## config.mk

```make
export PLATFORM = sky130hd
export DESIGN_NAME = givens_rotation_internal_cell_core
export DESIGN_NICKNAME = d
export VERILOG_FILES = /design/src/gr_cell_pkg.sv /design/src/gr_cell_arith.sv /design/src/givens_rotation_internal_cell_core.sv
export SDC_FILE = /design/constraint.sdc
export NUM_CORES = 1
export LEC_CHECK = 0
export ABC_AREA = 1
export BUFFER_PORTS_ARGS = -buffer_cell sky130_fd_sc_hd__buf_2
export CAP_MARGIN = 5
export CORE_MARGIN = 10
export CORE_UTILIZATION = 55
export CTS_CLUSTER_DIAMETER = 50
export DETAILED_ROUTE_END_ITERATION = 8
export PLACE_DENSITY = 0.74
export SLEW_MARGIN = 20
export SYNTH_ARGS = -nofsm -noshare
export SYNTH_HDL_FRONTEND = slang
export SYNTH_SLANG_ARGS = --single-unit
```

## constraint.sdc

```tcl
create_clock -name clock -period 8.1 [get_ports clock]
set_clock_uncertainty 0.05 [all_clocks]
set_input_delay 1.62 -clock clock [delete_from_list [all_inputs] [get_ports clock]]
set_output_delay 1.62 -clock clock [all_outputs]
set_load 0.02 [all_outputs]
```

## src/gr_cell_pkg.sv

```systemverilog
// ----------------------------------------------------------------------------
// gr_cell_pkg
// Shared types and constants for the Givens rotation internal cell: the word
// width, the request and response transaction types and the link to the
// shared multiply/divide unit.
// ----------------------------------------------------------------------------
`default_nettype none

package gr_cell_pkg;

   // Word width of every data field (signed fixed point).
   localparam int unsigned DATA_WIDTH = 32;

   typedef logic [DATA_WIDTH-1:0] gr_word_type;

   typedef struct packed {
      logic                         req_type;
      logic signed [DATA_WIDTH-1:0] x_in;
      logic signed [DATA_WIDTH-1:0] y_in;
      logic signed [DATA_WIDTH-1:0] w_in;
   } gr_req_type;

   typedef struct packed {
      logic signed [DATA_WIDTH-1:0] x_out;
      logic signed [DATA_WIDTH-1:0] y_out;
      logic signed [DATA_WIDTH-1:0] w_out;
   } gr_rsp_type;

   // Operation codes of the shared arithmetic unit.
   typedef enum logic {
      OP_MUL,
      OP_DIV
   } gr_op_type;

   typedef struct packed {
      logic        start;
      gr_op_type   op;
      gr_word_type a;
      gr_word_type b;
   } gr_unit_req_type;

   typedef struct packed {
      logic        done;
      gr_word_type result;
   } gr_unit_rsp_type;

endpackage

`default_nettype wire

```

## src/gr_cell_arith.sv

```systemverilog
// ----------------------------------------------------------------------------
// gr_cell_arith
// Shared fixed point multiply/divide unit: radix-2 shift-add multiply and
// restoring divide on magnitudes, then round half away from zero and saturate.
// ----------------------------------------------------------------------------
`default_nettype none

module gr_cell_arith #(
   parameter int unsigned FRAC_BITS = 24
) (
   input  wire                           clock,
   input  wire                           reset,
   input  gr_cell_pkg::gr_unit_req_type  unit_req,
   output gr_cell_pkg::gr_unit_rsp_type  unit_rsp
);
   import gr_cell_pkg::*;

   localparam int unsigned DW  = DATA_WIDTH;
   localparam int unsigned DVW = DW + FRAC_BITS;
   localparam int unsigned CW  = $clog2(DVW + 1);
   localparam int unsigned PW  = 2 * DW;
   localparam int unsigned PXW = (PW > FRAC_BITS) ? PW : FRAC_BITS + 1;
   localparam int unsigned MW  = PXW + 1;
   localparam logic [DW-1:0] SMAX = {1'b0, {(DW-1){1'b1}}};
   localparam logic [DW-1:0] SMIN = {1'b1, {(DW-1){1'b0}}};

   typedef enum logic [2:0] {
      U_IDLE,
      U_MUL,
      U_DIV,
      U_RND,
      U_DONE
   } ustate_type;

   ustate_type      state_ff, state_in;
   gr_op_type       op_ff, op_in;
   logic            neg_ff, neg_in;
   logic [DW-1:0]   ma_ff, ma_in;
   logic [DW-1:0]   mb_ff, mb_in;
   logic [DW-1:0]   acc_hi_ff, acc_hi_in;
   logic [DW-1:0]   acc_lo_ff, acc_lo_in;
   logic [DW-1:0]   rem_ff, rem_in;
   logic [DVW-1:0]  dvd_ff, dvd_in;
   logic [DW:0]     q_ff, q_in;
   logic            ovf_ff, ovf_in;
   logic [CW-1:0]   cnt_ff, cnt_in;
   logic [DW-1:0]   result_ff, result_in;

   logic [DW-1:0]   a_mag, b_mag;
   logic [DW:0]     mul_sum;
   logic [DW-1:0]   div_r2;
   logic            div_ge;
   logic            div_rb;
   logic [DW+1:0]   div_qs;
   logic [PXW-1:0]  prod_ext;
   logic [MW-1:0]   mul_mfull;
   logic [DW:0]     fin_mag;
   logic            fin_big;
   logic [DW-1:0]   fin_word;

   assign a_mag = unit_req.a[DW-1] ? (~unit_req.a + 1'b1) : unit_req.a;
   assign b_mag = unit_req.b[DW-1] ? (~unit_req.b + 1'b1) : unit_req.b;

   // One multiply step and one divide step.
   always_comb begin
      mul_sum = {1'b0, acc_hi_ff} + (acc_lo_ff[0] ? {1'b0, ma_ff} : {(DW+1){1'b0}});
      div_r2  = {rem_ff[DW-2:0], dvd_ff[DVW-1]};
      div_ge  = (div_r2 >= mb_ff);
   end

   // Rounding and saturation of the finished magnitude.
   always_comb begin
      div_rb    = ({rem_ff, 1'b0} >= {1'b0, mb_ff});
      div_qs    = {1'b0, q_ff} + (DW+2)'(div_rb);
      prod_ext  = PXW'({acc_hi_ff, acc_lo_ff});
      mul_mfull = MW'(prod_ext >> FRAC_BITS) + MW'(prod_ext[FRAC_BITS-1]);
      if (op_ff == OP_DIV) begin
         fin_mag = div_qs[DW:0];
         fin_big = ovf_ff | div_qs[DW+1];
      end else begin
         fin_mag = mul_mfull[DW:0];
         fin_big = |mul_mfull[MW-1:DW+1];
      end
      if (neg_ff) begin
         fin_word = (fin_big || (fin_mag > {1'b0, SMIN})) ? SMIN : (~fin_mag[DW-1:0] + 1'b1);
      end else begin
         fin_word = (fin_big || (fin_mag > {1'b0, SMAX})) ? SMAX : fin_mag[DW-1:0];
      end
   end

   always_comb begin
      state_in  = state_ff;
      op_in     = op_ff;
      neg_in    = neg_ff;
      ma_in     = ma_ff;
      mb_in     = mb_ff;
      acc_hi_in = acc_hi_ff;
      acc_lo_in = acc_lo_ff;
      rem_in    = rem_ff;
      dvd_in    = dvd_ff;
      q_in      = q_ff;
      ovf_in    = ovf_ff;
      cnt_in    = cnt_ff;
      result_in = result_ff;
      unique case (state_ff)
         U_IDLE: begin
            if (unit_req.start) begin
               op_in     = unit_req.op;
               neg_in    = unit_req.a[DW-1] ^ unit_req.b[DW-1];
               ma_in     = a_mag;
               mb_in     = b_mag;
               acc_hi_in = '0;
               acc_lo_in = b_mag;
               rem_in    = '0;
               dvd_in    = DVW'(a_mag) << FRAC_BITS;
               q_in      = '0;
               ovf_in    = 1'b0;
               cnt_in    = '0;
               if (unit_req.op == OP_DIV && unit_req.b == '0) begin
                  // divide by zero: saturate toward the dividend's sign, zero over zero gives zero
                  if (unit_req.a == '0) begin
                     result_in = '0;
                  end else begin
                     result_in = unit_req.a[DW-1] ? SMIN : SMAX;
                  end
                  state_in = U_DONE;
               end else begin
                  state_in = (unit_req.op == OP_DIV) ? U_DIV : U_MUL;
               end
            end
         end
         U_MUL: begin
            acc_hi_in = mul_sum[DW:1];
            acc_lo_in = {mul_sum[0], acc_lo_ff[DW-1:1]};
            cnt_in    = cnt_ff + 1'b1;
            if (cnt_ff == CW'(DW - 1)) begin
               state_in = U_RND;
            end
         end
         U_DIV: begin
            rem_in = div_ge ? (div_r2 - mb_ff) : div_r2;
            q_in   = {q_ff[DW-1:0], div_ge};
            ovf_in = ovf_ff | q_ff[DW];
            dvd_in = dvd_ff << 1;
            cnt_in = cnt_ff + 1'b1;
            if (cnt_ff == CW'(DVW - 1)) begin
               state_in = U_RND;
            end
         end
         U_RND: begin
            result_in = fin_word;
            state_in  = U_DONE;
         end
         U_DONE: begin
            state_in = U_IDLE;
         end
         default: begin
            state_in = U_IDLE;
         end
      endcase
   end

   always_ff @(posedge clock) begin
      if (reset) begin
         state_ff <= U_IDLE;
      end else begin
         state_ff <= state_in;
      end
      op_ff     <= op_in;
      neg_ff    <= neg_in;
      ma_ff     <= ma_in;
      mb_ff     <= mb_in;
      acc_hi_ff <= acc_hi_in;
      acc_lo_ff <= acc_lo_in;
      rem_ff    <= rem_in;
      dvd_ff    <= dvd_in;
      q_ff      <= q_in;
      ovf_ff    <= ovf_in;
      cnt_ff    <= cnt_in;
      result_ff <= result_in;
   end

   assign unit_rsp.done   = (state_ff == U_DONE);
   assign unit_rsp.result = result_ff;

endmodule

`default_nettype wire

```

## src/givens_rotation_internal_cell_core.sv

```systemverilog
// ----------------------------------------------------------------------------
// givens_rotation_internal_cell_core
// Internal cell of a square-root-free Givens rotation systolic array, signed
// fixed point, built around one shared multiply/divide unit.
// ----------------------------------------------------------------------------
// The cell takes one request transaction at a time and drops req_ready until
// the result is in the output register. Every multiply and divide runs on one
// shared radix-2 unit, one bit per cycle, at the default Q8.24; a divide by
// zero skips the iterations. Apply issues three multiplies. Generate with x
// zero issues two multiplies; generate with x nonzero issues three multiplies
// and two divides. The result waits in an output register, so a new request
// is taken while the previous response is still pending. Results round half
// away from zero and saturate; divide by zero saturates toward the dividend's
// sign.
// ----------------------------------------------------------------------------
`default_nettype none

module givens_rotation_internal_cell_core #(
   parameter int unsigned FRAC_BITS = 24
) (
   input  wire                     clock,
   input  wire                     reset,
   input  wire                     req_valid,
   output logic                    req_ready,
   input  gr_cell_pkg::gr_req_type req_data,
   output logic                    rsp_valid,
   input  wire                     rsp_ready,
   output gr_cell_pkg::gr_rsp_type rsp_data
);
   import gr_cell_pkg::*;

   localparam int unsigned DW = DATA_WIDTH;
   localparam logic [DW-1:0] SMAX = {1'b0, {(DW-1){1'b1}}};
   localparam logic [DW-1:0] SMIN = {1'b1, {(DW-1){1'b0}}};
   // 1.0 in fixed point, saturated when the format has no room for it
   localparam logic [DW-1:0] ONE_VAL =
      (FRAC_BITS >= DW - 1) ? SMAX : (DW'(1) << FRAC_BITS);

   typedef enum logic [1:0] {
      S_IDLE,
      S_RUN,
      S_OUT
   } state_type;

   // Which operation is in flight on the shared unit.
   typedef enum logic [2:0] {
      ST_MUL_WY,   // w*y (generate) or w*s (apply)
      ST_MUL_TY,   // (previous)*y, then x_out
      ST_DIV_C,    // c = y/x
      ST_MUL_WX,   // w*x
      ST_DIV_W,    // new weight = (w*x)/x_out
      ST_MUL_CX    // c*x, then y_out
   } step_type;

   state_type       state_ff, state_in;
   step_type        step_ff, step_in;
   logic            gen_ff, gen_in;
   logic [DW-1:0]   x_ff, x_in;
   logic [DW-1:0]   y_ff, y_in;
   logic [DW-1:0]   w_ff, w_in;
   logic [DW-1:0]   rot_c_ff, rot_c_in;
   logic [DW-1:0]   rot_s_ff, rot_s_in;
   logic            rot_z_ff, rot_z_in;
   logic [DW-1:0]   hw_ff, hw_in;
   logic [DW-1:0]   xo_ff, xo_in;
   logic [DW-1:0]   yo_ff, yo_in;
   logic            start_ff, start_in;
   gr_op_type       op_ff, op_in;
   logic [DW-1:0]   opa_ff, opa_in;
   logic [DW-1:0]   opb_ff, opb_in;
   gr_rsp_type      rsp_ff, rsp_in;
   logic            rsp_valid_ff, rsp_valid_in;

   gr_unit_req_type unit_req;
   gr_unit_rsp_type unit_rsp;

   function automatic logic [DW-1:0] sat_add(logic [DW-1:0] a, logic [DW-1:0] b);
      logic [DW-1:0] s;
      s = a + b;
      if (a[DW-1] == b[DW-1] && s[DW-1] != a[DW-1]) begin
         s = a[DW-1] ? SMIN : SMAX;
      end
      return s;
   endfunction

   function automatic logic [DW-1:0] sat_sub(logic [DW-1:0] a, logic [DW-1:0] b);
      logic [DW-1:0] s;
      s = a - b;
      if (a[DW-1] != b[DW-1] && s[DW-1] != a[DW-1]) begin
         s = a[DW-1] ? SMIN : SMAX;
      end
      return s;
   endfunction

   gr_cell_arith #(
      .FRAC_BITS (FRAC_BITS)
   ) u_arith (
      .clock    (clock),
      .reset    (reset),
      .unit_req (unit_req),
      .unit_rsp (unit_rsp)
   );

   assign unit_req.start = start_ff;
   assign unit_req.op    = op_ff;
   assign unit_req.a     = opa_ff;
   assign unit_req.b     = opb_ff;

   assign req_ready = (state_ff == S_IDLE);
   assign rsp_valid = rsp_valid_ff;
   assign rsp_data  = rsp_ff;

   always_comb begin
      state_in     = state_ff;
      step_in      = step_ff;
      gen_in       = gen_ff;
      x_in         = x_ff;
      y_in         = y_ff;
      w_in         = w_ff;
      rot_c_in     = rot_c_ff;
      rot_s_in     = rot_s_ff;
      rot_z_in     = rot_z_ff;
      hw_in        = hw_ff;
      xo_in        = xo_ff;
      yo_in        = yo_ff;
      start_in     = 1'b0;
      op_in        = op_ff;
      opa_in       = opa_ff;
      opb_in       = opb_ff;
      rsp_in       = rsp_ff;
      // drop the response once it is taken
      rsp_valid_in = rsp_valid_ff & ~rsp_ready;

      unique case (state_ff)
         S_IDLE: begin
            if (req_valid) begin
               // latch the transaction and launch the first multiply
               gen_in   = req_data.req_type;
               x_in     = req_data.x_in;
               y_in     = req_data.y_in;
               w_in     = req_data.w_in;
               yo_in    = '0;
               start_in = 1'b1;
               op_in    = OP_MUL;
               opa_in   = req_data.w_in;
               opb_in   = req_data.req_type ? req_data.y_in : rot_s_ff;
               step_in  = ST_MUL_WY;
               state_in = S_RUN;
            end
         end
         S_RUN: begin
            if (unit_rsp.done) begin
               unique case (step_ff)
                  ST_MUL_WY: begin
                     start_in = 1'b1;
                     op_in    = OP_MUL;
                     opa_in   = unit_rsp.result;
                     opb_in   = y_ff;
                     step_in  = ST_MUL_TY;
                  end
                  ST_MUL_TY: begin
                     xo_in = sat_add((gen_ff || rot_z_ff) ? x_ff : '0, unit_rsp.result);
                     if (gen_ff) begin
                        if (x_ff == '0) begin
                           // zero x: identity-like rotation, unit weight
                           rot_c_in = ONE_VAL;
                           rot_z_in = 1'b0;
                           rot_s_in = (y_ff == '0) ? ONE_VAL : y_ff;
                           hw_in    = ONE_VAL;
                           state_in = S_OUT;
                        end else begin
                           start_in = 1'b1;
                           op_in    = OP_DIV;
                           opa_in   = y_ff;
                           opb_in   = x_ff;
                           step_in  = ST_DIV_C;
                        end
                     end else begin
                        start_in = 1'b1;
                        op_in    = OP_MUL;
                        opa_in   = rot_c_ff;
                        opb_in   = x_ff;
                        step_in  = ST_MUL_CX;
                     end
                  end
                  ST_DIV_C: begin
                     rot_c_in = unit_rsp.result;
                     rot_s_in = y_ff;
                     rot_z_in = 1'b1;
                     start_in = 1'b1;
                     op_in    = OP_MUL;
                     opa_in   = w_ff;
                     opb_in   = x_ff;
                     step_in  = ST_MUL_WX;
                  end
                  ST_MUL_WX: begin
                     start_in = 1'b1;
                     op_in    = OP_DIV;
                     opa_in   = unit_rsp.result;
                     opb_in   = xo_ff;
                     step_in  = ST_DIV_W;
                  end
                  ST_DIV_W: begin
                     hw_in    = unit_rsp.result;
                     state_in = S_OUT;
                  end
                  ST_MUL_CX: begin
                     yo_in    = sat_sub(rot_z_ff ? y_ff : '0, unit_rsp.result);
                     state_in = S_OUT;
                  end
                  default: begin
                     state_in = S_OUT;
                  end
               endcase
            end
         end
         S_OUT: begin
            // hold until the output register is free
            if (!rsp_valid_ff || rsp_ready) begin
               rsp_in.x_out = xo_ff;
               rsp_in.y_out = yo_ff;
               rsp_in.w_out = hw_ff;
               rsp_valid_in = 1'b1;
               state_in     = S_IDLE;
            end
         end
         default: begin
            state_in = S_IDLE;
         end
      endcase
   end

   always_ff @(posedge clock) begin
      if (reset) begin
         state_ff     <= S_IDLE;
         start_ff     <= 1'b0;
         rsp_valid_ff <= 1'b0;
         rot_c_ff     <= '0;
         rot_s_ff     <= '0;
         rot_z_ff     <= 1'b0;
         hw_ff        <= '0;
      end else begin
         state_ff     <= state_in;
         start_ff     <= start_in;
         rsp_valid_ff <= rsp_valid_in;
         rot_c_ff     <= rot_c_in;
         rot_s_ff     <= rot_s_in;
         rot_z_ff     <= rot_z_in;
         hw_ff        <= hw_in;
      end
      step_ff <= step_in;
      gen_ff  <= gen_in;
      x_ff    <= x_in;
      y_ff    <= y_in;
      w_ff    <= w_in;
      xo_ff   <= xo_in;
      yo_ff   <= yo_in;
      op_ff   <= op_in;
      opa_ff  <= opa_in;
      opb_ff  <= opb_in;
      rsp_ff  <= rsp_in;
   end

   // The shared unit only finishes an operation that the sequencer launched.
   a_done_in_run: assert property (@(posedge clock) disable iff (reset)
      unit_rsp.done |-> (state_ff == S_RUN))
      else $error("arith unit finished outside of a running transaction");

   // Every accepted transaction launches the shared unit on the next cycle.
   a_accept_launch: assert property (@(posedge clock) disable iff (reset)
      (req_valid && req_ready) |=> (start_ff && op_ff == OP_MUL && step_ff == ST_MUL_WY))
      else $error("accepted transaction did not launch its first multiply");

   // A finished result never overwrites a response that is still pending.
   a_out_hold: assert property (@(posedge clock) disable iff (reset)
      (state_ff == S_OUT && rsp_valid_ff && !rsp_ready) |=>
         (state_ff == S_OUT && $stable(rsp_ff)))
      else $error("pending response overwritten");

   // Launches happen only while the unit is free, i.e. in the running state.
   a_start_run: assert property (@(posedge clock) disable iff (reset)
      start_ff |-> (state_ff == S_RUN && !unit_rsp.done))
      else $error("arith unit launched while busy or idle");

endmodule

`default_nettype wire

```

* Word-level counts from Yosys, hierarchy flattened
Index checks and enable logic that the tools add are counted.
W data, S select, Z words.
** Operators by class
- Bitwise operators :: 8
- Magnitude comparators :: 4
- Equal/unequal tests :: 34
- Reductions and logical operators :: 43
- Add/subtract/negate cells :: 10
- Muxes and demuxes :: 94
** Operators with widths (number)
- $mux W32 :: 36
- $pmux W32 S2 :: 10
- $logic_not A32 Y1 :: 4
- $pmux W32 S4 :: 1
- $pmux W56 S2 :: 1
- $add A32 B1 Y32 const B :: 3
- $not A32 Y32 :: 3
- $pmux W32 S3 :: 1
- $mux W33 :: 2
- $pmux W33 S2 :: 1
- $sub A32 B32 Y32 :: 2
- $mux W56 :: 1
- $add A40 B1 Y41 :: 1
- $add A33 B1 Y34 :: 1
- $add A32 B33 Y33 :: 1
- $ge A33 B32 Y1 :: 1
- $gt A33 B31 Y1 const B :: 1
- $gt A33 B32 Y1 const B :: 1
- $add A32 B32 Y32 :: 1
- $ge A32 B32 Y1 :: 1
- $reduce_or A32 Y1 :: 1
- $reduce_and A5 Y1 :: 5
- $mux W3 :: 8
- $pmux W3 S4 :: 2
- other kinds (41) :: 104
** Storage, ports and cells
- Logic and storage cells :: 226
- Register bits after elaboration :: 719
- Input bits :: 101
- Output and inout bits :: 98

* Depth between registers and ports, before layout
Gate-level depths: netlist of run 1.
- Depth in word-level cells :: 8
- Depth in mapped cells :: 34
- Gate-level depth less buffers :: 33

* Cells and area by module
From an unflattened synthesis of run 1, not the netlist that was laid out.
** Unflattened totals
- Cells, all modules :: 5389
- Area total of the unflattened synthesis :: 42314.3 µm²
** Modules (own cells, without submodules)
- givens_rotation_internal_cell_core :: cells each 2701, area an instance 22490.3 µm², sequential area each 11781.3 µm², instances 1
- gr_cell_arith :: cells each 2688, area an instance 19824.0 µm², sequential area each 8047.7 µm², instances 1

* Worst setup path after synthesis of run 1
OpenSTA, ideal clock, no wires.
- Path kind :: input -> register
- From :: input port rsp_ready
- To :: register opb_ff[0] (enable)
- Arrival time :: 7.524 ns
- Setup time :: 0.391 ns
- Buffers on the path :: 0
- Required time :: 7.659 ns
- Stages :: 6
- Setup slack :: 0.135 ns
- Cells stage by stage :: nor2_1 -> a221oi_1 -> nand2_1 -> nor2_1 -> a21oi_1 -> inv_1
** RTL lines
- start, declared :: line givens_rotation_internal_cell_core.sv:27 : input wire rsp_ready,
- end signal, assigned :: line givens_rotation_internal_cell_core.sv:260 : opb_ff <= opb_in;
- end, declared :: line givens_rotation_internal_cell_core.sv:70 : logic [DW-1:0] opb_ff, opb_in;

* Worst setup path in the final report of run 1
- From :: register u_arith.rem_ff[6]
- To :: register u_arith.result_ff[17], data pin
** On the way
- Longest elaborated chain between the ends :: 8
- Elaborated cells on any way between the ends :: 15
- Classes of those cells :: 2 x add/sub; 3 x order compare; 6 x mux; 2 x bitwise; 2 x reduce/logical
** RTL lines
- start, declared :: line gr_cell_arith.sv:42 : logic [DW-1:0] rem_ff, rem_in;
- start signal, assigned :: line gr_cell_arith.sv:175 : rem_ff <= rem_in;
- $ge A33 B32 Y1 * :: line gr_cell_arith.sv:73 : div_rb = ({rem_ff, 1'b0} >= {1'b0, mb_ff});
- $add A33 B1 Y34 * :: line gr_cell_arith.sv:74 : div_qs = {1'b0, q_ff} + (DW+2)'(div_rb);
- $mux W33 or $or A1 B1 Y1 (tied branches) :: line gr_cell_arith.sv:77, gr_cell_arith.sv:79
- $not A32 Y32 (tied with other cells) :: line gr_cell_arith.sv:85 : fin_word = (fin_big || (fin_mag > {1'b0, SMIN})) ? SMIN : (~fin_mag[DW-1:0] + 1'b1);
- $add A32 B1 Y32 (tied with other cells) :: line gr_cell_arith.sv:85
- $mux W32, on equally long branches :: line gr_cell_arith.sv:85, gr_cell_arith.sv:87
- $mux W32 * :: line gr_cell_arith.sv:84 : if (neg_ff) begin
- $pmux W32 S2 * :: line gr_cell_arith.sv:105 : unique case (state_ff)
- via u_arith.result_in[17] :: line gr_cell_arith.sv:47 : logic [DW-1:0] result_ff, result_in;
- end signal, assigned :: line gr_cell_arith.sv:180 : result_ff <= result_in;
- end, declared :: line gr_cell_arith.sv:47
The timed path passes the listed nets; every way through them passes the cells marked *.
A chain may end at the register's enable or synchronous reset.

==> flow_results.org, run 1 <==
** Status
- The run finished with clean final reports.

** Synthesis
- Counting flops and latches in the post-synthesis netlist gives 695.
- Synthesized cell area :: 40400 um^2
- The synthesized design contains 591 enable-type register cells.
- Count of different cell masters after synthesis :: 62
- Yosys warns :: 0
- The share of synthesized area in the top cell type comes to 0.439.
- The average instance in the mapped netlist occupies 8.25 um^2.
- By area the synthesized netlist is led by edfxtp_1 (44%), nand2_1 (13%), inv_1 (5.2%), dfxtp_1 (5.2%), nor2_1 (4.9%).
- The share of the Yosys chip area taken by registers is 0.491.
- In the synthesized netlist the async set-or-reset flop fraction comes to 0.
- Yosys top cell by area :: edfxtp_1
- Main flop type after synthesis :: edfxtp_1
- Synthesized instance count :: 4895
- Net count after synthesis :: 5136

** Placement
- Count of placed standard cells including taps :: 5931
- Port buffering added 198 buffers.
- Detailed placement ended at an HPWL of 100000 um.
- Placer Congestion :: 1.00

** Finish
- For this run, the share of the core covered by cells in the final layout is 0.628.
- For this run, the post-layout net count is 5310.
- The finished layout holds 6116 standard cells, fillers aside.
- After filler insertion, the fill cell instance count of the layout stands at 6309.
- Ratio of cells with drive above 1 in the final layout :: 0.102
- The area growth from synthesis to layout is 13.3%.

** Global route
- Number of global-route vias before repair :: 33824
- The number of antenna violations at the first check in global routing was 6.
- Busiest layer in global routing :: met2
- Grt total ovfl :: 0
- Global Route met1 Usage :: 0.417
- Largest net degree at the start of global routing :: 87
- For this run, the total global-route usage over all layers was measured as 0.313.
- The first global-routing pass estimated 206000 um of wire.
- Met3 Usage GRT :: 0.0563
- For met2 alone, demand over resource in global routing was 0.493.

** Worst hold path
- The min-delay analysis places its worst path in the category flip-flop to flip-flop.

** Setup path
- Register-to-register path setup slack :: 2.42 ns
- STA puts the critical path data required time at 8.42 ns.
- The worst setup path is launched from a flip-flop.
- At the worst endpoint, the arrival time is 6.00 ns.
- Maximum fanout count along the critical path :: 18
- STA classifies the critical path endpoint as a flip-flop.
- Critical path class :: flip-flop to flip-flop

** Route
- The first routing iteration left 3968 violations.
- The final layout contains routed wiring with a total length of 137000 um.
- Drt pass-1 iters :: 6
- After detailed routing, the number of remaining DRC violations is 0.
- Average detailed-routed wire length per instance :: 22.3 um
- Dividing the detail-routed via count by the number of cells gives 5.83.
- Number of vias after detailed routing :: 35642
- The detail route stage leaves a number of antenna-violating nets equal to 0.

** Floorplanning
- The floorplan step defined a core boundary enclosing 72800 um^2.
- Die X :: 291 um
- For this configuration, the core starts out at a cell density of 0.555.
- Number of rows in the core area :: 99
- The die covers 84700 um^2.
- In this run the count of I/O pins placed on the die edge is 199.
- Die height :: 291 um

** Timing
- Of the available clock period, the critical path in the final layout requires 0.702.
- Number of pins exceeding their max-slew limit in the final report :: 0
- Timing would allow up to 0.176 GHz.
- RSZ-0062 raised after global routing :: false
- At the pin with the least slew margin, the transition time is 1.16 ns.
- Shortest period the worst path allows :: 5.68 ns
- Setup violations remaining at the end of the flow were counted as 0.
- In the final timing run, aggregate negative setup slack is 0 ns.
- Measured against its own limit, the worst slew margin works out to 0.217.
- Number of failing hold endpoints at the final stage :: 0

** Clocking
- Clock latency on the worst-skew pair :: 0.67 ns
- TritonCTS built the clock tree.
- CTS sink cnt :: 695
- In this run, post-CTS hold repair placed 0 buffers.
- CTS-repair resized insts :: 0
- The H-tree was split into 3 levels.
- Clock tree synthesis inserted a total of 94 buffers.
- After clock tree synthesis, the clock-pin slew on the worst setup and hold paths is 0.06 ns.
- Post-CTS repair timing setup buffer count :: 0
- Root Buffer :: clkbuf_16
- Counting along the longest clock path gives a buffer depth of 3.

** Power and ir drop
- Worst supply voltage drop on vdd :: 0.000282 V
- The analysis attributes to cell leakage a power of 19.5 nW.
- Total power density per cell area :: 422 nW/um^2
- Overall power consumption :: 0.0193 W

** Run
- Max-cap violations in this run came to 0.
-- flip-flops by register name (all words and copies together) (netlist names), 6 cells and up --
register	count
hw_ff	32
opa_ff	32
opb_ff	32
rot_c_ff	32
rot_s_ff	32
rsp_data	96
u_arith.acc_hi_ff	32
u_arith.acc_lo_ff	32
u_arith.cnt_ff	6
u_arith.dvd_ff	32
u_arith.ma_ff	32
u_arith.mb_ff	32
u_arith.q_ff	33
u_arith.rem_ff	32
u_arith.result_ff	32
w_ff	32
x_ff	32
xo_ff	32
y_ff	32
yo_ff	32
-- layout by cell type (no fill, tap or decap), types with 14 or more instances in the layout --
cell type,netlist,routed
ha_1,135,135
clkbuf_16,0,95
a31oi_1,19,19
nor2_4,14,19
a22o_1,26,26
inv_1,559,558
edfxtp_1,591,591
xor2_1,87,87
nand4_1,49,49
o21a_1,27,26
nand3_1,202,201
xnor2_1,62,62
dfxtp_1,104,104
o21bai_1,14,14
clkinv_2,0,14
o21ai_0,253,253
nand2_2,35,37
nor3_1,54,50
nand2_1,1350,1347
nor2_1,526,516
a221oi_1,41,41
o211ai_1,41,41
nor2_2,10,15
a211oi_1,46,46
buf_2,7,197
a21oi_1,352,351
buf_4,3,50
nor4_1,26,26
-- worst paths after layout --
check	start	to	cells after the start
setup / recovery	u_arith.rem_ff[6]	u_arith.result_ff[17]	27
hold / removal	yo_ff[30]	rsp_data[62]	0
setup reg to reg	u_arith.rem_ff[6]	u_arith.result_ff[17]	27
hold reg to reg	yo_ff[30]	rsp_data[62]	0
-- Yosys cell counts, types with 9 or more instances --
master / number
nand2_1: 1350
edfxtp_1: 591
inv_1: 559
nor2_1: 526
a21oi_1: 352
o21ai_0: 253
nand3_1: 202
clkbuf_1: 147
ha_1: 135
dfxtp_1: 104
xor2_1: 87
xnor2_1: 62
nor3_1: 54
nand4_1: 49
a211oi_1: 46
a221oi_1: 41
o211ai_1: 41
nand2_2: 35
o21a_1: 27
a22o_1: 26
nor4_1: 26
a31oi_1: 19
nor2_4: 14
o21bai_1: 14
a21o_1: 13
buf_1: 11
nor2_2: 10
o21ai_1: 9
o311ai_0: 9
or2_2: 9
-- metrics by stage --
step	hold slack, ns	worst slack (ns)	instance area (um^2)
4_1_cts	0.368	2.55	45700
2_1_floorplan	0.350	0.135	40400
5_1_grt	0.377	2.05	45700
3_5_place_dp	0.356	2.59	42400
3_3_place_gp	0.353	2.68	42400
6_report	0.364	2.42	45700
-- cell type report --
class,count,area [um^2],share of cell area
inverters,567,2130,0.0466
clock inverters,68,818,0.0179
repair buffers,248,1390,0.0304
diodes,7,17.5,0.000383
well taps,959,1200,0.0262
flip-flops and latches,695,19800,0.433
clock buffers,109,2500,0.0546
multi-input cells,3463,17900,0.390
-- logic make-up (layout without fill, tap and decap cells) --
kind of cell               count (synthesis)  after routing  share of synthesized area
xor gates and xnor gates                 149            149                     0.0323
other                                      0              7                          0
and+or+nand+nor                         2304           2304                      0.237
DFF                                      695            695                      0.491
AOI/OAI and AO/OA                        870            870                      0.126
adders and majority gates                140            140                     0.0443
buffers and inverters                    737            992                     0.0696
-- metal layers --
layer  vias to the layer above  wire (um)
li1                      16840          -
met1                     16704      55100
met2                      1798      61800
met3                       298      13300
met4                         2       6320
met5                         -         15
-- worst max-delay path, cell delays in order (launching register included) --
cell	delay [ns]
edfxtp_1	0.41
ha_1	0.40
nand2_1	0.10
nor2_1	0.13
inv_1	0.06
nor3_1	0.37
nand4_1	0.15
o211ai_1	0.54
ha_1	0.36
ha_1	0.21
nand2_2	0.12
nor2_8	0.21
nand2_2	0.12
nor2_4	0.19
nand2_1	0.07
nand3_1	0.08
nand2_1	0.17
nor3_1	0.20
nand2_1	0.10
nor2_1	0.11
nor2_1	0.06
nand3_1	0.53
buf_4	0.32
nand3_1	0.11
nand2_1	0.08
nand2_1	0.05
nand2_1	0.05
nand2_1	0.05
-- report_power, final --
part	internal, W	total, W	switching [W]
registers	0.00585	0.00688	0.00102
clock network	0.00259	0.00436	0.00177
logic	0.00229	0.00807	0.00578
total	0.0107	0.0193	0.00858
Note: power is estimated with default switching activity, not from simulation.
==> run 2: changes to the inputs <==
--- a/config.mk
+++ b/config.mk
@@ -5,14 +5,14 @@
 export SDC_FILE = /design/constraint.sdc
 export NUM_CORES = 1
 export LEC_CHECK = 0
-export ABC_AREA = 1
+export ABC_AREA = 0
 export BUFFER_PORTS_ARGS = -buffer_cell sky130_fd_sc_hd__buf_2
 export CAP_MARGIN = 5
 export CORE_MARGIN = 10
 export CORE_UTILIZATION = 55
 export CTS_CLUSTER_DIAMETER = 50
 export DETAILED_ROUTE_END_ITERATION = 8
-export PLACE_DENSITY = 0.74
+export PLACE_DENSITY = 0.71
 export SLEW_MARGIN = 20
 export SYNTH_ARGS = -nofsm -noshare
 export SYNTH_HDL_FRONTEND = slang
==> constraint.sdc (replaced) <==
create_clock -name clock -period 5.4 [get_ports clock]
set_clock_uncertainty 0.05 [all_clocks]
set_input_delay 1.08 -clock clock [delete_from_list [all_inputs] [get_ports clock]]
set_output_delay 1.08 -clock clock [all_outputs]
set_load 0.02 [all_outputs]
==> run 2 against run 1 <==
- the flow now finishes with violations (setup timing)
- synthesized cell count fell by 22%
- power rose by 16%
- die area fell by 4.3%
- register-to-register slack got worse by 2.5 ns
- flip-flop and latch count did not move
- design area fell by 0.17%
- largest cell class unchanged
==> flow_results.org, run 2 <==
** Status
- The run finished, with violations left.
- The checks that failed: setup timing.

** Placement
- The number of input and output port buffers inserted is 198 (unchanged).
- The final estimated routing congestion in global placement is 0.989 (-1.3%).
- Count of placed standard cells including taps :: 4980 (-16%)
- DP HPWL :: 89300 um (-11%)

** Power and ir drop
- The reported net switching power was 0.00843 W (-1.7%).
- Sequential power share :: 0.385 (+0.029)
- The relative contribution of the clock network to total power is 0.263 (+0.037).
- Worst supply voltage drop on vdd :: 0.000540 V (+92%)
- The total power per unit cell area came to 492 nW/um^2 (+16%).
- Lkg Pwr :: 17.4 nW (-11%)
- Overall power consumption :: 0.0225 W (+16%)
- Total internal power :: 0.0140 W (+31%)
- Fraction of power spent switching nets :: 0.376 (-0.0686)
- Logic pwr share :: 0.353 (-0.065)

** Setup path
- The arrival time of data at the critical path endpoint was 5.95 ns (-0.05 ns).
- Critical Path Source Type :: flip-flop
- Crit-path most repeated cell :: buf_6
- Worst flop-to-flop path startpoint :: u_arith.rem_ff[9]
- The required arrival time at the worst endpoint was 5.84 ns (-2.58 ns).
- Register-to-register path setup slack :: -0.11 ns (-2.52 ns)
- By startpoint and endpoint, the worst setup path is classified as flip-flop to flip-flop.
- Reg2Reg Capture Point :: u_arith.result_ff[15]
- The maximum fanout along the worst path was 7 (-11).
- The worst setup path is captured at a flip-flop.
- The largest incremental delay on the critical path is 0.50 ns (-0.04 ns).
- Worst reg2reg path depth :: 25 (-7.4%)
- For this design, the slowest cell found on the critical path is or4_4.

** Timing
- Setup repair after global routing could not meet its margin everywhere.
- Total of endpoints with negative setup slack in the final report :: 20 (+20)
- The time the worst path needs with I/O delays and setup came to 5.51 ns (-0.177 ns).
- The post-route clock period utilization is 1.02 (+0.318).
- The worst slew margin relative to its limit came to 0.241 (+0.0236).
- The maximum achievable frequency came to 0.182 GHz (+3.2%).
- The worst path setup slack after routing was -0.106 ns (-2.52 ns).
- Number of pins exceeding their max-slew limit in the final report :: 0 (unchanged)
- The final sum of negative setup slack was -0.811 ns (-0.811 ns).
- The pin slew with the least headroom to its limit was 1.13 ns (-0.0316 ns).
- Number of failing hold endpoints at the final stage :: 0 (unchanged)

** Floorplanning
- Die height :: 285 um (-2.2%)
- Number of rows in the core area :: 96 (-3.0%)
- Die X :: 285 um (-2.2%)
- Starting density of the core :: 0.558 (+0.00314)
- The core area was 69100 um^2 (-5.2%).
- DIE AREA :: 81000 um^2 (-4.3%)
- Number of top-level pins :: 199 (unchanged)

** Worst hold path
- Capture endpoint of the worst hold path :: rsp_data[46]
- Min-Delay Path Class :: flip-flop to flip-flop
- In this run the most critical hold path is launched from yo_ff[14].
- The worst hold path cell count is 0 (unchanged).

** Synthesis
- Net count after synthesis :: 4058 (-21%)
- Synthesized instance count :: 3817 (-22%)
- Post-synthesis register bit count :: 695 (unchanged)
- Sorting the synthesized cells by how often they occur yields edfxtp_1 (591), nor2_1 (408), nand2_1 (349).
- Count of different cell masters after synthesis :: 84 (+35%)
- The number of enable flip-flop cells after synthesis is 591 (unchanged).
- By instance count, the leading cell after synthesis is edfxtp_1.
- Yosys top cell by area :: edfxtp_1
- Ranked by total cell area, the synthesized netlist is headed by edfxtp_1 (46%), dfxtp_1 (5.4%), ha_1 (4.4%), nor2_1 (4.0%), a21oi_1 (3.7%).
- The portion of the post-synthesis area used by sequential elements came to 0.515 (+0.0239).
- Mean Syn Cell Area :: 10.1 um^2 (+22%)
- Yosys warns :: 0 (unchanged)
- The top cell type's share of synthesized area was 0.461 (+0.0214).
- Fraction of registers with async set or reset after synthesis :: 0 (unchanged)
- The most used flip-flop cell after synthesis is edfxtp_1.
- The netlist area before placement was 38500 um^2 (-4.6%).

** Clocking
- The number of buffers created by CTS came to 89 (-5.3%).
- The H-tree depth was 3 (unchanged).
- The number of hold-repair buffers added at the cts stage came to 0 (unchanged).
- The count of clock tree sinks came to 695 (unchanged).
- Root Buffer :: clkbuf_16
- Clock latency on the worst-skew pair :: 0.66 ns (about the same)
- TritonCTS built the clock tree.
- Maximum clock path buffer count :: 3 (unchanged)
- The clock slew at the register clock pins of the worst setup and hold paths is 0.06 ns (about the same).

** Finish
- The utilization after layout came to 0.661 (+0.0331).
- Layout overhead on the synthesized area :: 18.6%
- Ratio of cells with drive above 1 in the final layout :: 0.193 (+0.0913)
- The number of cells in the finished layout apart from fillers came to 5173 (-15%).
- Most frequent standard cell in the layout excluding fill and tap cells :: edfxtp_1
- Number of flip-flops in the largest register :: 96 (unchanged)
- The number of fill cells in the layout came to 5449 (-14%).
- Highest-count cells in the layout ignoring fill and taps :: edfxtp_1 (591), nor2_1 (400), nand2_1 (340)
- The net count reported at finish came to 4409 (-17%).

** Global route
- Grt total ovfl :: 0 (unchanged)
- Largest net degree at the start of global routing :: 104 (+20%)
- The total global routing track utilization was 0.295 (-0.0174).
- Number of global-route vias before repair :: 30246 (-11%)
- Wire length of the first global-routing pass :: 185000 um (-10%)
- Number of antenna violations at the first check in global routing :: 6 (unchanged)

** Route
- The number of vias per cell after detailed routing came to 6.21 (+6.6%).
- Drt drc :: 0 (unchanged)
- Count of routing violations after the opening detailed-route iteration :: 3242 (-18%)
- The total wire length came to 124000 um (-9.2%).
- Number of antenna-violating nets in the routed design :: 0 (unchanged)
- The total number of vias was 32148 (-9.8%).
- The wire length per cell after detailed routing is 24.0 um (+7.4%).
- Drt pass-1 iters :: 6 (unchanged)

** Run
- Max-capacitance violation count :: 0 (unchanged)
-- run 2: cell count changes after synthesis, moves of 49 or more --
cell	delta
and3_1	+49
and2_1	+111
nor2_1	-118
a21oi_1	-65
mux2i_1	+59
xnor2_1	+62
inv_1	-438
nand3_1	-74
mux2_2	+71
nand2_1	-1001
-- run 2: worst max path at each step --
stage | startpoint | slack, ns | to
2_1_floorplan | u_arith.rem_ff[5] | 0.02 | u_arith.result_ff[23]
5_1_grt | u_arith.rem_ff[5] | -0.32 | u_arith.result_ff[30]
6_report | u_arith.rem_ff[9] | -0.11 | u_arith.result_ff[15]
3_3_place_gp | u_arith.rem_ff[5] | -0.37 | u_arith.result_ff[20]
4_1_cts | u_arith.rem_ff[5] | -0.17 | u_arith.result_ff[15]
3_5_place_dp | u_arith.rem_ff[1] | -0.46 | u_arith.result_ff[28]
-- run 2: cells by family after synthesis --
logic type,Yosys count,share of synthesized area
xor gates and xnor gates,179,0.0407
DFF,695,0.515
muxes,130,0.0361
and+or+nand+nor,1440,0.182
buffers and inverters,334,0.0330
AOI/OAI and AO/OA,899,0.147
adders and majority gates,140,0.0465
-- run 2: metrics by stage --
stage / worst slack (ns) / area, um^2 / hold WS, ns
floorplan: 0.0172 / 38500 / 0.350
global placement: -0.369 / 41900 / 0.352
detailed placement: -0.455 / 41900 / 0.355
CTS: -0.171 / 45300 / 0.369
global route: -0.315 / 45700 / 0.369
finish: -0.106 / 45700 / 0.371
-- run 2: power by group through the flow --
| stage | clock [W] | sequential [W] | combinational (W) |
|---|---|---|---|
| floorplan | 0 | 0.00856 | 0.00487 |
| detailed placement | 0 | 0.00869 | 0.00756 |
| finish | 0.00590 | 0.00864 | 0.00792 |
| CTS | 0.00595 | 0.00860 | 0.00772 |
| global placement | 0 | 0.00866 | 0.00744 |
| global route | 0.00617 | 0.00874 | 0.00860 |
-- run 2: routing by layer --
layer  track usage  routed length (um)  vias up
li1              -                   -    14818
met1         0.388               49400    15400
met2         0.463               56100     1621
met3        0.0541               11400      303
met4         0.150                7090        6
met5             0                  44        -
-- run 2: layout make-up --
cell class	instances	area, um^2	area share
Timing Repair Buffer	470	3210	0.0704
Multi-Input combinational cell	2789	18000	0.395
Tap cell	931	1160	0.0255
Antenna cell	2	5.00	0.000110
Clock buffer	106	2400	0.0525
Clock inverter	57	542	0.0119
Sequential cell	695	19800	0.434
Inverter	123	462	0.0101
-- run 2: critical path: cells and delay by family, from the launching register on --
kind | cells | cell delay (ns)
and+or+nand+nor | 9 | 2.37
DFF | 1 | 0.43
buffers and inverters | 5 | 0.75
AOI/OAI and AO/OA | 9 | 1.24
adders and majority gates | 2 | 0.47
-- run 2: repair_timing --
item                                    CTS  global route
hold endpoints to repair                  0             0
gates cloned                              5             0
endpoints found under the setup margin   32            53
resized for setup                        73            59
buffers inserted                         16             9
pin swaps                                41            37
